$ cat config.mk
export PLATFORM = sky130hd
export DESIGN_NAME = tsts_probe_unit
export DESIGN_NICKNAME = d
export VERILOG_FILES = /design/src/hw/rtl/tsts_pkg.sv /design/src/hw/rtl/tsts_probe_unit.sv
export SDC_FILE = /design/constraint.sdc
export NUM_CORES = 1
export LEC_CHECK = 0
export ABC_AREA = 1
export ABC_CLOCK_PERIOD_IN_PS = 3000
export BUFFER_PORTS_ARGS = -buffer_cell sky130_fd_sc_hd__buf_2
export CORE_ASPECT_RATIO = 0.6
export CORE_MARGIN = 1
export CORE_UTILIZATION = 55
export CTS_BUF_LIST = sky130_fd_sc_hd__clkbuf_8 sky130_fd_sc_hd__clkbuf_16
export DETAILED_ROUTE_END_ITERATION = 7
export GPL_TIMING_DRIVEN = 0
export HOLD_SLACK_MARGIN = 0.02
export PLACE_DENSITY = 0.82
export REMOVE_ABC_BUFFERS = 1
export SETUP_SLACK_MARGIN = 0.15
export SLEW_MARGIN = 5
export SYNTH_ARGS = -nofsm -noshare
export SYNTH_HDL_FRONTEND = slang
export SYNTH_SLANG_ARGS = --single-unit
$ cat constraint.sdc
create_clock -name clk -period 3 [get_ports clk]
set_input_delay 0.3 -clock clk [delete_from_list [all_inputs] [get_ports clk]]
set_output_delay 0.3 -clock clk [all_outputs]
set_load 0.05 [all_outputs]
$ cat src/hw/rtl/tsts_pkg.sv
// ----------------------------------------------------------------------------
// tsts_pkg
// shared types and codes for the two-key sorted table search unit
// ----------------------------------------------------------------------------
package tsts_pkg;

    localparam int TYPE_W = 8;
    localparam int ID_W   = 16;
    localparam int DATA_W = 24;
    localparam int POS_W  = 9;
    localparam int KEY_W  = TYPE_W + ID_W;

    localparam logic [1:0] CMD_APPEND = 2'd0;
    localparam logic [1:0] CMD_CLEAR  = 2'd1;
    localparam logic [1:0] CMD_LOOKUP = 2'd2;

    typedef enum logic [2:0] {
        ST_APPENDED = 3'd0,
        ST_FULL     = 3'd1,
        ST_FOUND    = 3'd2,
        ST_MISSING  = 3'd3,
        ST_CLEARED  = 3'd4
    } status_t;

    typedef struct packed {
        logic [TYPE_W-1:0] type_id;
        logic [ID_W-1:0]   resource_id;
        logic [DATA_W-1:0] entry_offset;
        logic [DATA_W-1:0] entry_length;
    } entry_t;

    typedef struct packed {
        logic start;
        logic step;
    } probe_ctrl_t;

    typedef struct packed {
        logic pending;
        logic hit;
    } probe_stat_t;

endpackage

$ cat src/hw/rtl/tsts_probe_unit.sv
// ----------------------------------------------------------------------------
// tsts_probe_unit
// binary search bounds and the shared compound key compare
// ----------------------------------------------------------------------------
module tsts_probe_unit #(
    parameter int CW = 9
) (
    input  logic                        clk,
    input  logic                        rst_n,
    input  tsts_pkg::probe_ctrl_t       ctrl,
    input  logic [CW-1:0]               count,
    input  logic [tsts_pkg::KEY_W-1:0]  key_in,
    input  logic [tsts_pkg::KEY_W-1:0]  entry_key,
    output logic [CW-1:0]               lo,
    output logic [CW-1:0]               mid,
    output tsts_pkg::probe_stat_t       stat
);

    logic [CW-1:0]              lo_reg;
    logic [CW-1:0]              lo_next;
    logic [CW-1:0]              hi_reg;
    logic [CW-1:0]              hi_next;
    logic [tsts_pkg::KEY_W-1:0] key_reg;
    logic [CW:0]                bound_sum;
    logic                       key_below;

    assign bound_sum = {1'b0, lo_reg} + {1'b0, hi_reg};
    assign mid       = bound_sum[CW:1];
    assign key_below = key_reg < entry_key;

    assign stat.pending = lo_reg < hi_reg;
    assign stat.hit     = key_reg == entry_key;

    always_comb
    begin
        lo_next = lo_reg;
        hi_next = hi_reg;
        if (ctrl.start)
        begin
            lo_next = '0;
            hi_next = count;
        end
        else if (ctrl.step && !stat.hit)
        begin
            if (key_below)
            begin
                hi_next = mid;
            end
            else
            begin
                lo_next = mid + CW'(1);
            end
        end
    end

    always_ff @(posedge clk or negedge rst_n)
    begin
        if (!rst_n)
        begin
            lo_reg <= '0;
            hi_reg <= '0;
        end
        else
        begin
            lo_reg <= lo_next;
            hi_reg <= hi_next;
        end
    end

    always_ff @(posedge clk)
    begin
        if (ctrl.start)
        begin
            key_reg <= key_in;
        end
    end

    assign lo = lo_reg;

`ifndef SYNTHESIS
    assert property (@(posedge clk) disable iff (!rst_n) lo_reg <= hi_reg)
        else $error("search bounds crossed");

    assert property (@(posedge clk) disable iff (!rst_n)
        (ctrl.step && !ctrl.start && !stat.hit && stat.pending)
            |=> ((hi_reg - lo_reg) < $past(hi_reg - lo_reg)))
        else $error("search range did not shrink");

    assert property (@(posedge clk) disable iff (!rst_n)
        ctrl.start |=> (lo_reg == '0))
        else $error("search did not start at the low end");
`endif

endmodule

# After elaboration in Yosys (flattened, before gate mapping)
# Index checks and enable logic that the tools add are counted.
# Widths: inputs -> output; s select.
[word_totals]
regBits = 42
in_bits = 61
[classes]
add_sub_neg = 2
magnitude_cmp = 2
eq_ne = 2
n_mux = 6
n_reduce_logical = 6
[ops]
columns = ["op", "count"]
rows = [
  ["$mux 9", 6],
  ["$eq 24x24->1", 1],
  ["$lt 24x24->1", 1],
  ["$add 9x9->10", 1],
  ["$add 9x1->9 const B", 1],
  ["$lt 9x9->1", 1],
  ["$reduce_and 2->1", 2],
  ["$reduce_bool 2->1", 2],
  ["$ne 2x2->1 const B", 1],
  ["$logic_and 1x1->1", 1],
  ["$logic_not 1->1", 1],
]

# Logic depth before layout (Yosys ltp)
# Gate-level depths: netlist of the first run.
[logic_depth]
depth_word = 5
ltp_mapped = 15

# Least setup slack after synthesis of the first run
# OpenSTA, ideal clock, no wires.
[synth_timing]
path_type = "reg2reg"
from = "register lo_reg[0] (netlist: lo[0])"
to = "register lo_reg[8] (netlist: lo[8])"
t_arrival_ns = 2.471
setup_slack_ns = 0.411
path_stages_with_launch = 13
path_buffers = 0
path_cell_list = "dfrtp_1 > nand2_1 > clkinv_1 > fa_1 > nand2_1 > nand2_1 > inv_1 > ha_1 > nand3_1 > nor2_2 > nand3_1 > nand3_1 > nand2_1"
[synth_via]
elab_chain_cells = 5
[synth_lines]
columns = ["element", "line", "text"]
rows = [
  ["start, declared", "tsts_probe_unit.sv:19", "logic [CW-1:0] lo_reg;"],
  ["start signal, assigned", "tsts_probe_unit.sv:65", "lo_reg <= lo_next;"],
  ["$add 9x9->10", "tsts_probe_unit.sv:27", "assign bound_sum = {1'b0, lo_reg} + {1'b0, hi_reg};"],
  ["via mid[1]", "tsts_probe_unit.sv:15", "output logic [CW-1:0] mid,"],
  ["$add 9x1->9", "tsts_probe_unit.sv:51", "lo_next = mid + CW'(1);"],
  ["$mux 9", "tsts_probe_unit.sv:45", "if (key_below)"],
  ["$mux 9", "tsts_probe_unit.sv:43", "else if (ctrl.step && !stat.hit)"],
  ["$mux 9", "tsts_probe_unit.sv:38", "if (ctrl.start)"],
]
# The timed path passes the listed nets, and every way through them passes these cells. The select of a mux whose other input is x is not followed.
# A chain may end at the register's enable or synchronous reset.

# Final worst setup path of the first run
[layout_timing]
from = "register lo_reg[0] (netlist: lo[0])"
to = "output mid[7]"
[layout_via]
elab_chain_cells = 1
[layout_lines]
columns = ["element", "line"]
rows = [
  ["$add 9x9->10", "tsts_probe_unit.sv:27"],
  ["end, declared", "tsts_probe_unit.sv:15"],
]
# Every way passes these cells.

==> impl_metrics.toml, run 1 <==
[status]
outcome = "finished, final reports clean"

[critical_path]
r2r_cells = 13
cp_cell_sequence = "nand2_1, clkinv_1, fa_1, nand2_1, nand2_2, nand3_2, nand2_1, nand3_1, nand2_1, inv_1, buf_2"
worstSetupStartpointType = "flop"
slowest_delay_ns = 0.42
r2r-end = "lo[6]$_DFFE_PN0P_"
endpoint = "mid[7]"
cp-end-kind = "primary output"
arrival_ns = 2.26
critPathLaunch = "lo[0]$_DFFE_PN0P_"
r2r_slack_ns = 0.68
cp.required_ns = 2.70
r2r_start = "lo[0]$_DFFE_PN0P_"
cp_common_cell = "nand2_1"
slowest_stage = "dfrtp_1"
path_max_fanout = 4
path_class = "flop to primary output"

[synth]
ys_top_cells_by_area = "edfxtp_1, ha_1, nand2_1, dfrtp_1, inv_1"
ys_types = 36
async_flop_share_pct = 42.9
syn_area_um2 = 3150
avgSynthCellArea_um2 = 8.03
yosys_warnings = 0
synth_top_cell_by_area = "edfxtp_1"
syn_inst = 392
synthDominantCellAreaShare_pct = 22.9
synth-edff-count = 24
yosysSeqAreaShare_pct = 37.2
synth_flop_cell = "edfxtp_1"
synth_seq_cells = 42

[route]
drtAntennaViolNets = 0
routed_wl_um = 7550
first_pass_iters = 4
wire_per_inst_um = 13.6
vias = 2810
drtIter0Drc = 153
via_per_inst = 5.06
drc = 0

[grt]
grt-ovfl-total = 0
grt_max_degree = 45
grt_pass1_vias = 2670
grtUsageTotal_pct = 26.9
antenna_found_initial = 0
grt_pass1_wl_um = 12200

[run]
max-cap-violations = 0

[clocking]
cts_resized = 0
numCtsBuffers = 5
insertion_delay_ns = 0.31
cts_max_level = 2
cts_tree = "yes"
clk_path_buf_depth = 2
clk_pin_slew_ns = 0.09
cts-root-buf = "clkbuf_8"
clock_sinks = 42

[power_and_ir_drop]
seqPwrFrac_pct = 32.2
p_switching_mw = 1.06
internal_power_mw = 1.26
p_sw_share_pct = 45.8
ir_drop_mv = 0.362
power.density_nw_per_um2 = 618
power_leakage_nw = 2.09
p_clk_share_pct = 20.1
p_comb_share_pct = 47.7

[timing]
hold_violations = 0
fin_crit_ns = 2.56
post-route-period-util_pct = 85.3
fin_skew_ns = 0.00680
tightest_slew_ns = 0.943
layout_setup_ws_ns = 0.442
drv_slew = 0
fmax_ghz = 0.391
setup_tns_ns = 0
finalSetupViolCount = 0
slew_headroom_pct = 37.1
rsz0062_at_grt = "false"

[placement]
io_buffers = 80
place_hpwl_um = 6060
pre_cts_slack_ns = 0.719
dp_cells = 546
place_congestion = 0.867

[finish]
instances_no_fill = 555
layout.nets = 580
diodes = 0
drive_gt1_share_pct = 27.0
synthToLayoutAreaGrowth_pct = 19.1
largest_reg_flops = 24

[die]
ios = 81
die_h_um = 60.6
placementRows = 20
initial_core_util_pct = 59.6
die_w_um = 99.7
die_area_um2 = 6040
core_um2 = 5280

[hold_path]
hold_class = "input port to flop"
-- worst max-delay path: cells and delay by family, from the launching register on --
| kind | cells | cell delay [ns] |
|---|---|---|
| AND/OR/NAND/NOR | 7 | 0.62 |
| buffers and inverters | 3 | 0.51 |
| flip-flops | 1 | 0.42 |
| adder cells (fa/ha/maj) | 1 | 0.40 |
-- power by group through the flow --
stage          sequential (mW)  clock, mW  combinational, mW
2_1_floorplan            0.815          0              0.757
3_3_place_gp             0.753          0               1.06
3_5_place_dp             0.759          0               1.09
4_1_cts                  0.747      0.472               1.10
5_1_grt                  0.756      0.492               1.21
6_report                 0.747      0.465               1.11
-- per-layer routing --
| layer | GRT usage, % | routed length, um | vias to the layer above |
|---|---|---|---|
| met4 | 8.61 | 78 | 0 |
| met5 | 0 | 0 | - |
| met2 | 42.5 | 3090 | 103 |
| met1 | 36.7 | 3750 | 1273 |
| met3 | 7.37 | 628 | 9 |
| li1 | - | - | 1425 |
-- through the flow --
stage	area, um2	power [mW]	hold WS, ns	util, %
finish	3750	2.32	0.165	71.0
floorplan	3130	1.57	0.00441	-
global placement	3620	1.81	0.271	68.6
CTS	3750	2.32	0.160	71.0
global route	3750	2.46	0.150	71.0
detailed placement	3620	1.85	0.278	68.6
-- logic make-up after synthesis --
group	after synthesis	share of synthesized area, %
flops	42	37.2
simple gates	182	25.8
compound gates	47	9.94
fa+ha+maj	42	16.9
xor+xnor	3	0.835
buf+inv	76	9.30
-- timing repair --
action,CTS,global route
hold buffers,1,0
endpoints found under the setup margin,0,0
setup buffers,0,0
endpoints found under the hold margin,18,0
-- synth_stat cells (2+ instances only) --
cell      count
nor2_2        6
o21ai_2      10
nand2_2       5
dfrtp_1      18
o21ai_0       8
clkinv_1      3
inv_1        59
o21bai_1      2
nand4_1       3
clkbuf_1      2
edfxtp_1     24
nor3_1        3
nor2_1       15
xnor2_1       2
nand3_1      22
nand2_1     121
inv_2        11
ha_1         41
o21ai_1       5
nand3_2       2
a21oi_1      15
-- worst min-delay path by stage --
stage	from	end	depth (start not counted)
3_3_place_gp	rst_n	hi_reg[2]$_DFFE_PN0P_	1
6_report	key_in[9]	key_reg[9]$_DFFE_PP_	1
2_1_floorplan	rst_n	hi_reg[0]$_DFFE_PN0P_	0
3_5_place_dp	rst_n	hi_reg[2]$_DFFE_PN0P_	1
5_1_grt	key_in[4]	key_reg[4]$_DFFE_PP_	1
4_1_cts	key_in[3]	key_reg[3]$_DFFE_PP_	1
-- layout make-up --
cell class | count | area [um2]
clock inverters | 3 | 45.0
repair buffers | 81 | 410
fillers | 455 | 1530
inverters | 73 | 274
clock buffers | 5 | 68.8
well taps | 77 | 96.3
flip-flops and latches | 42 | 1170
multi-input cells | 274 | 1680
-- cells in the final DEF, fill, tap and decap left out, types with 2 or more instances in the layout --
cell and n:
inv_1 59, nand2_2 5, o21bai_1 2, o21ai_0 8, a21oi_1 15, o21ai_1 5, buf_2 80, nand2_1 121
nor3_1 3, nand3_1 22, dfrtp_1 18, nor2_2 6, edfxtp_1 24, clkinvlp_4 2, ha_1 41, inv_2 11
nand3_2 2, clkbuf_8 5, xnor2_1 2, nor2_1 15, o21ai_2 10, nand4_1 3, clkinv_1 3
Note: power is estimated with default switching activity, not from simulation.
==> run 2: changes to the inputs <==
--- a/config.mk
+++ b/config.mk
@@ -7,7 +7,7 @@
 export LEC_CHECK = 0
 export ABC_AREA = 1
 export ABC_CLOCK_PERIOD_IN_PS = 3000
-export BUFFER_PORTS_ARGS = -buffer_cell sky130_fd_sc_hd__buf_2
+export BUFFER_PORTS_ARGS = -buffer_cell sky130_fd_sc_hd__clkbuf_2
 export CORE_ASPECT_RATIO = 0.6
 export CORE_MARGIN = 1
 export CORE_UTILIZATION = 55
==> impl_metrics.toml, run 2 (synthesis results as in run 1) <==
[status]
outcome = "finished, final reports clean"

[finish]
diodes = 0
final_cell_mix = "nand2_1, clkbuf_2, inv_1, ha_1, edfxtp_1"
final_cell_area_um2 = 3750
drive_gt1_share_pct = 27.0
layout_commonest_cell = "nand2_1"
final_util_pct = 71.0
layout.nets = 580
largest_reg_flops = 24
synthToLayoutAreaGrowth_pct = 19.1
instances_no_fill = 555

[timing]
fin_skew_ns = 0.00675
hold_violations = 0
holdWs_ns = 0.163
layout_setup_ws_ns = 0.424
tightest_slew_ns = 1.02
post-route-period-util_pct = 85.9
fin_crit_ns = 2.58
drv_slew = 0
setup_tns_ns = 0
fmax_ghz = 0.388
finalSetupViolCount = 0
slew_headroom_pct = 31.7
rsz0062_at_grt = "false"

[placement]
dp_cells = 546
pre_cts_slack_ns = 0.740
dpl-instance-area_um2 = 3620
place_congestion = 0.870
place_hpwl_um = 5960
io_buffers = 80

[clocking]
clk_pin_slew_ns = 0.09
cts_resized = 0
cts_tree = "yes"
postCtsSetupBuffers = 0
cts_max_level = 2
clk_path_buf_depth = 2
insertion_delay_ns = 0.30
clock_sinks = 42
numCtsBuffers = 5
cts-root-buf = "clkbuf_8"

[route]
via_per_inst = 5.02
routed_wl_um = 7410
wire_per_inst_um = 13.4
wl_met3_um = 468
routed-wl-met2_um = 3090
drtIter0Drc = 170
top_layer = "met4"
first_pass_iters = 5
drtAntennaViolNets = 0
wl_met1_um = 3770
drc = 0
vias = 2785

[critical_path]
path_max_fanout = 4
critPathLaunch = "lo[0]$_DFFE_PN0P_"
r2r_start = "lo[0]$_DFFE_PN0P_"
worstSetupStartpointType = "flop"
cp.required_ns = 2.70
arrival_ns = 2.28
path_class = "flop to primary output"
cp-end-kind = "primary output"

[power_and_ir_drop]
ir_drop_mv = 0.400
power.density_nw_per_um2 = 617
power_leakage_nw = 2.10
total_power_mw = 2.31

[die]
die_h_um = 60.6
placementRows = 20
core_um2 = 5280
ios = 81
die_area_um2 = 6040
die_w_um = 99.7
initial_core_util_pct = 59.6

[grt]
grtUsageTotal_pct = 26.7
grt_pass1_vias = 2586
antenna_found_initial = 0
grt-ovfl-total = 0
grt_pass1_wl_um = 12000
grt_max_degree = 45

[run]
max-cap-violations = 0

[hold_path]
hold_class = "input port to flop"
hold_start = "key_in[3]"
[run 2: final cells by class]
| type | instances | area (um2) |
|---|---|---|
| Clock buffer | 5 | 68.8 |
| Fill cell | 447 | 1530 |
| Tap cell | 77 | 96.3 |
| Sequential cell | 42 | 1170 |
| Multi-Input combinational cell | 274 | 1680 |
| Inverter | 73 | 274 |
| Clock inverter | 3 | 45.0 |
| Timing Repair Buffer | 81 | 410 |
[run 2: worst max-delay path, cell delays in order, from the launching register on]
cell,delay [ns]
dfrtp_1,0.42
nand2_1,0.09
clkinv_1,0.12
fa_1,0.40
nand2_1,0.12
nand2_2,0.09
nand3_2,0.11
nand2_1,0.06
nand3_1,0.06
nand2_1,0.10
inv_1,0.11
clkbuf_2,0.28
[run 2: metal layers]
layer | global-route usage, % | vias to the layer above
li1 | - | 1419
met1 | 38.7 | 1245
met2 | 41.5 | 110
met3 | 4.61 | 11
met4 | 8.82 | 0
met5 | 0 | -
[run 2: path summary, 6_finish.rpt]
kind	to	slack (ns)	cells past startpoint
worst max-delay path	mid[7]	0.42	11
worst min-delay path	key_reg[3]$_DFFE_PP_	0.16	1
worst max register to register	lo[8]$_DFFE_PN0P_	0.68	13
worst min register to register	lo[7]$_DFFE_PN0P_	0.57	2
max in group asynchronous	hi_reg[1]$_DFFE_PN0P_	2.15	2
min in group asynchronous	hi_reg[5]$_DFFE_PN0P_	0.50	2
[run 2: where the power goes]
group	total (mW)	internal (mW)	leakage (nW)	switching, mW
Combinational	1.10	0.317	1.57	0.780
Sequential	0.748	0.689	0.470	0.0592
Clock	0.469	0.248	0.0504	0.221
Total	2.31	1.25	2.10	1.06
[run 2: what timing repair did]
item	CTS	global route
endpoints found under the hold margin	18	0
setup endpoints to repair	0	0
hold buffers	1	0
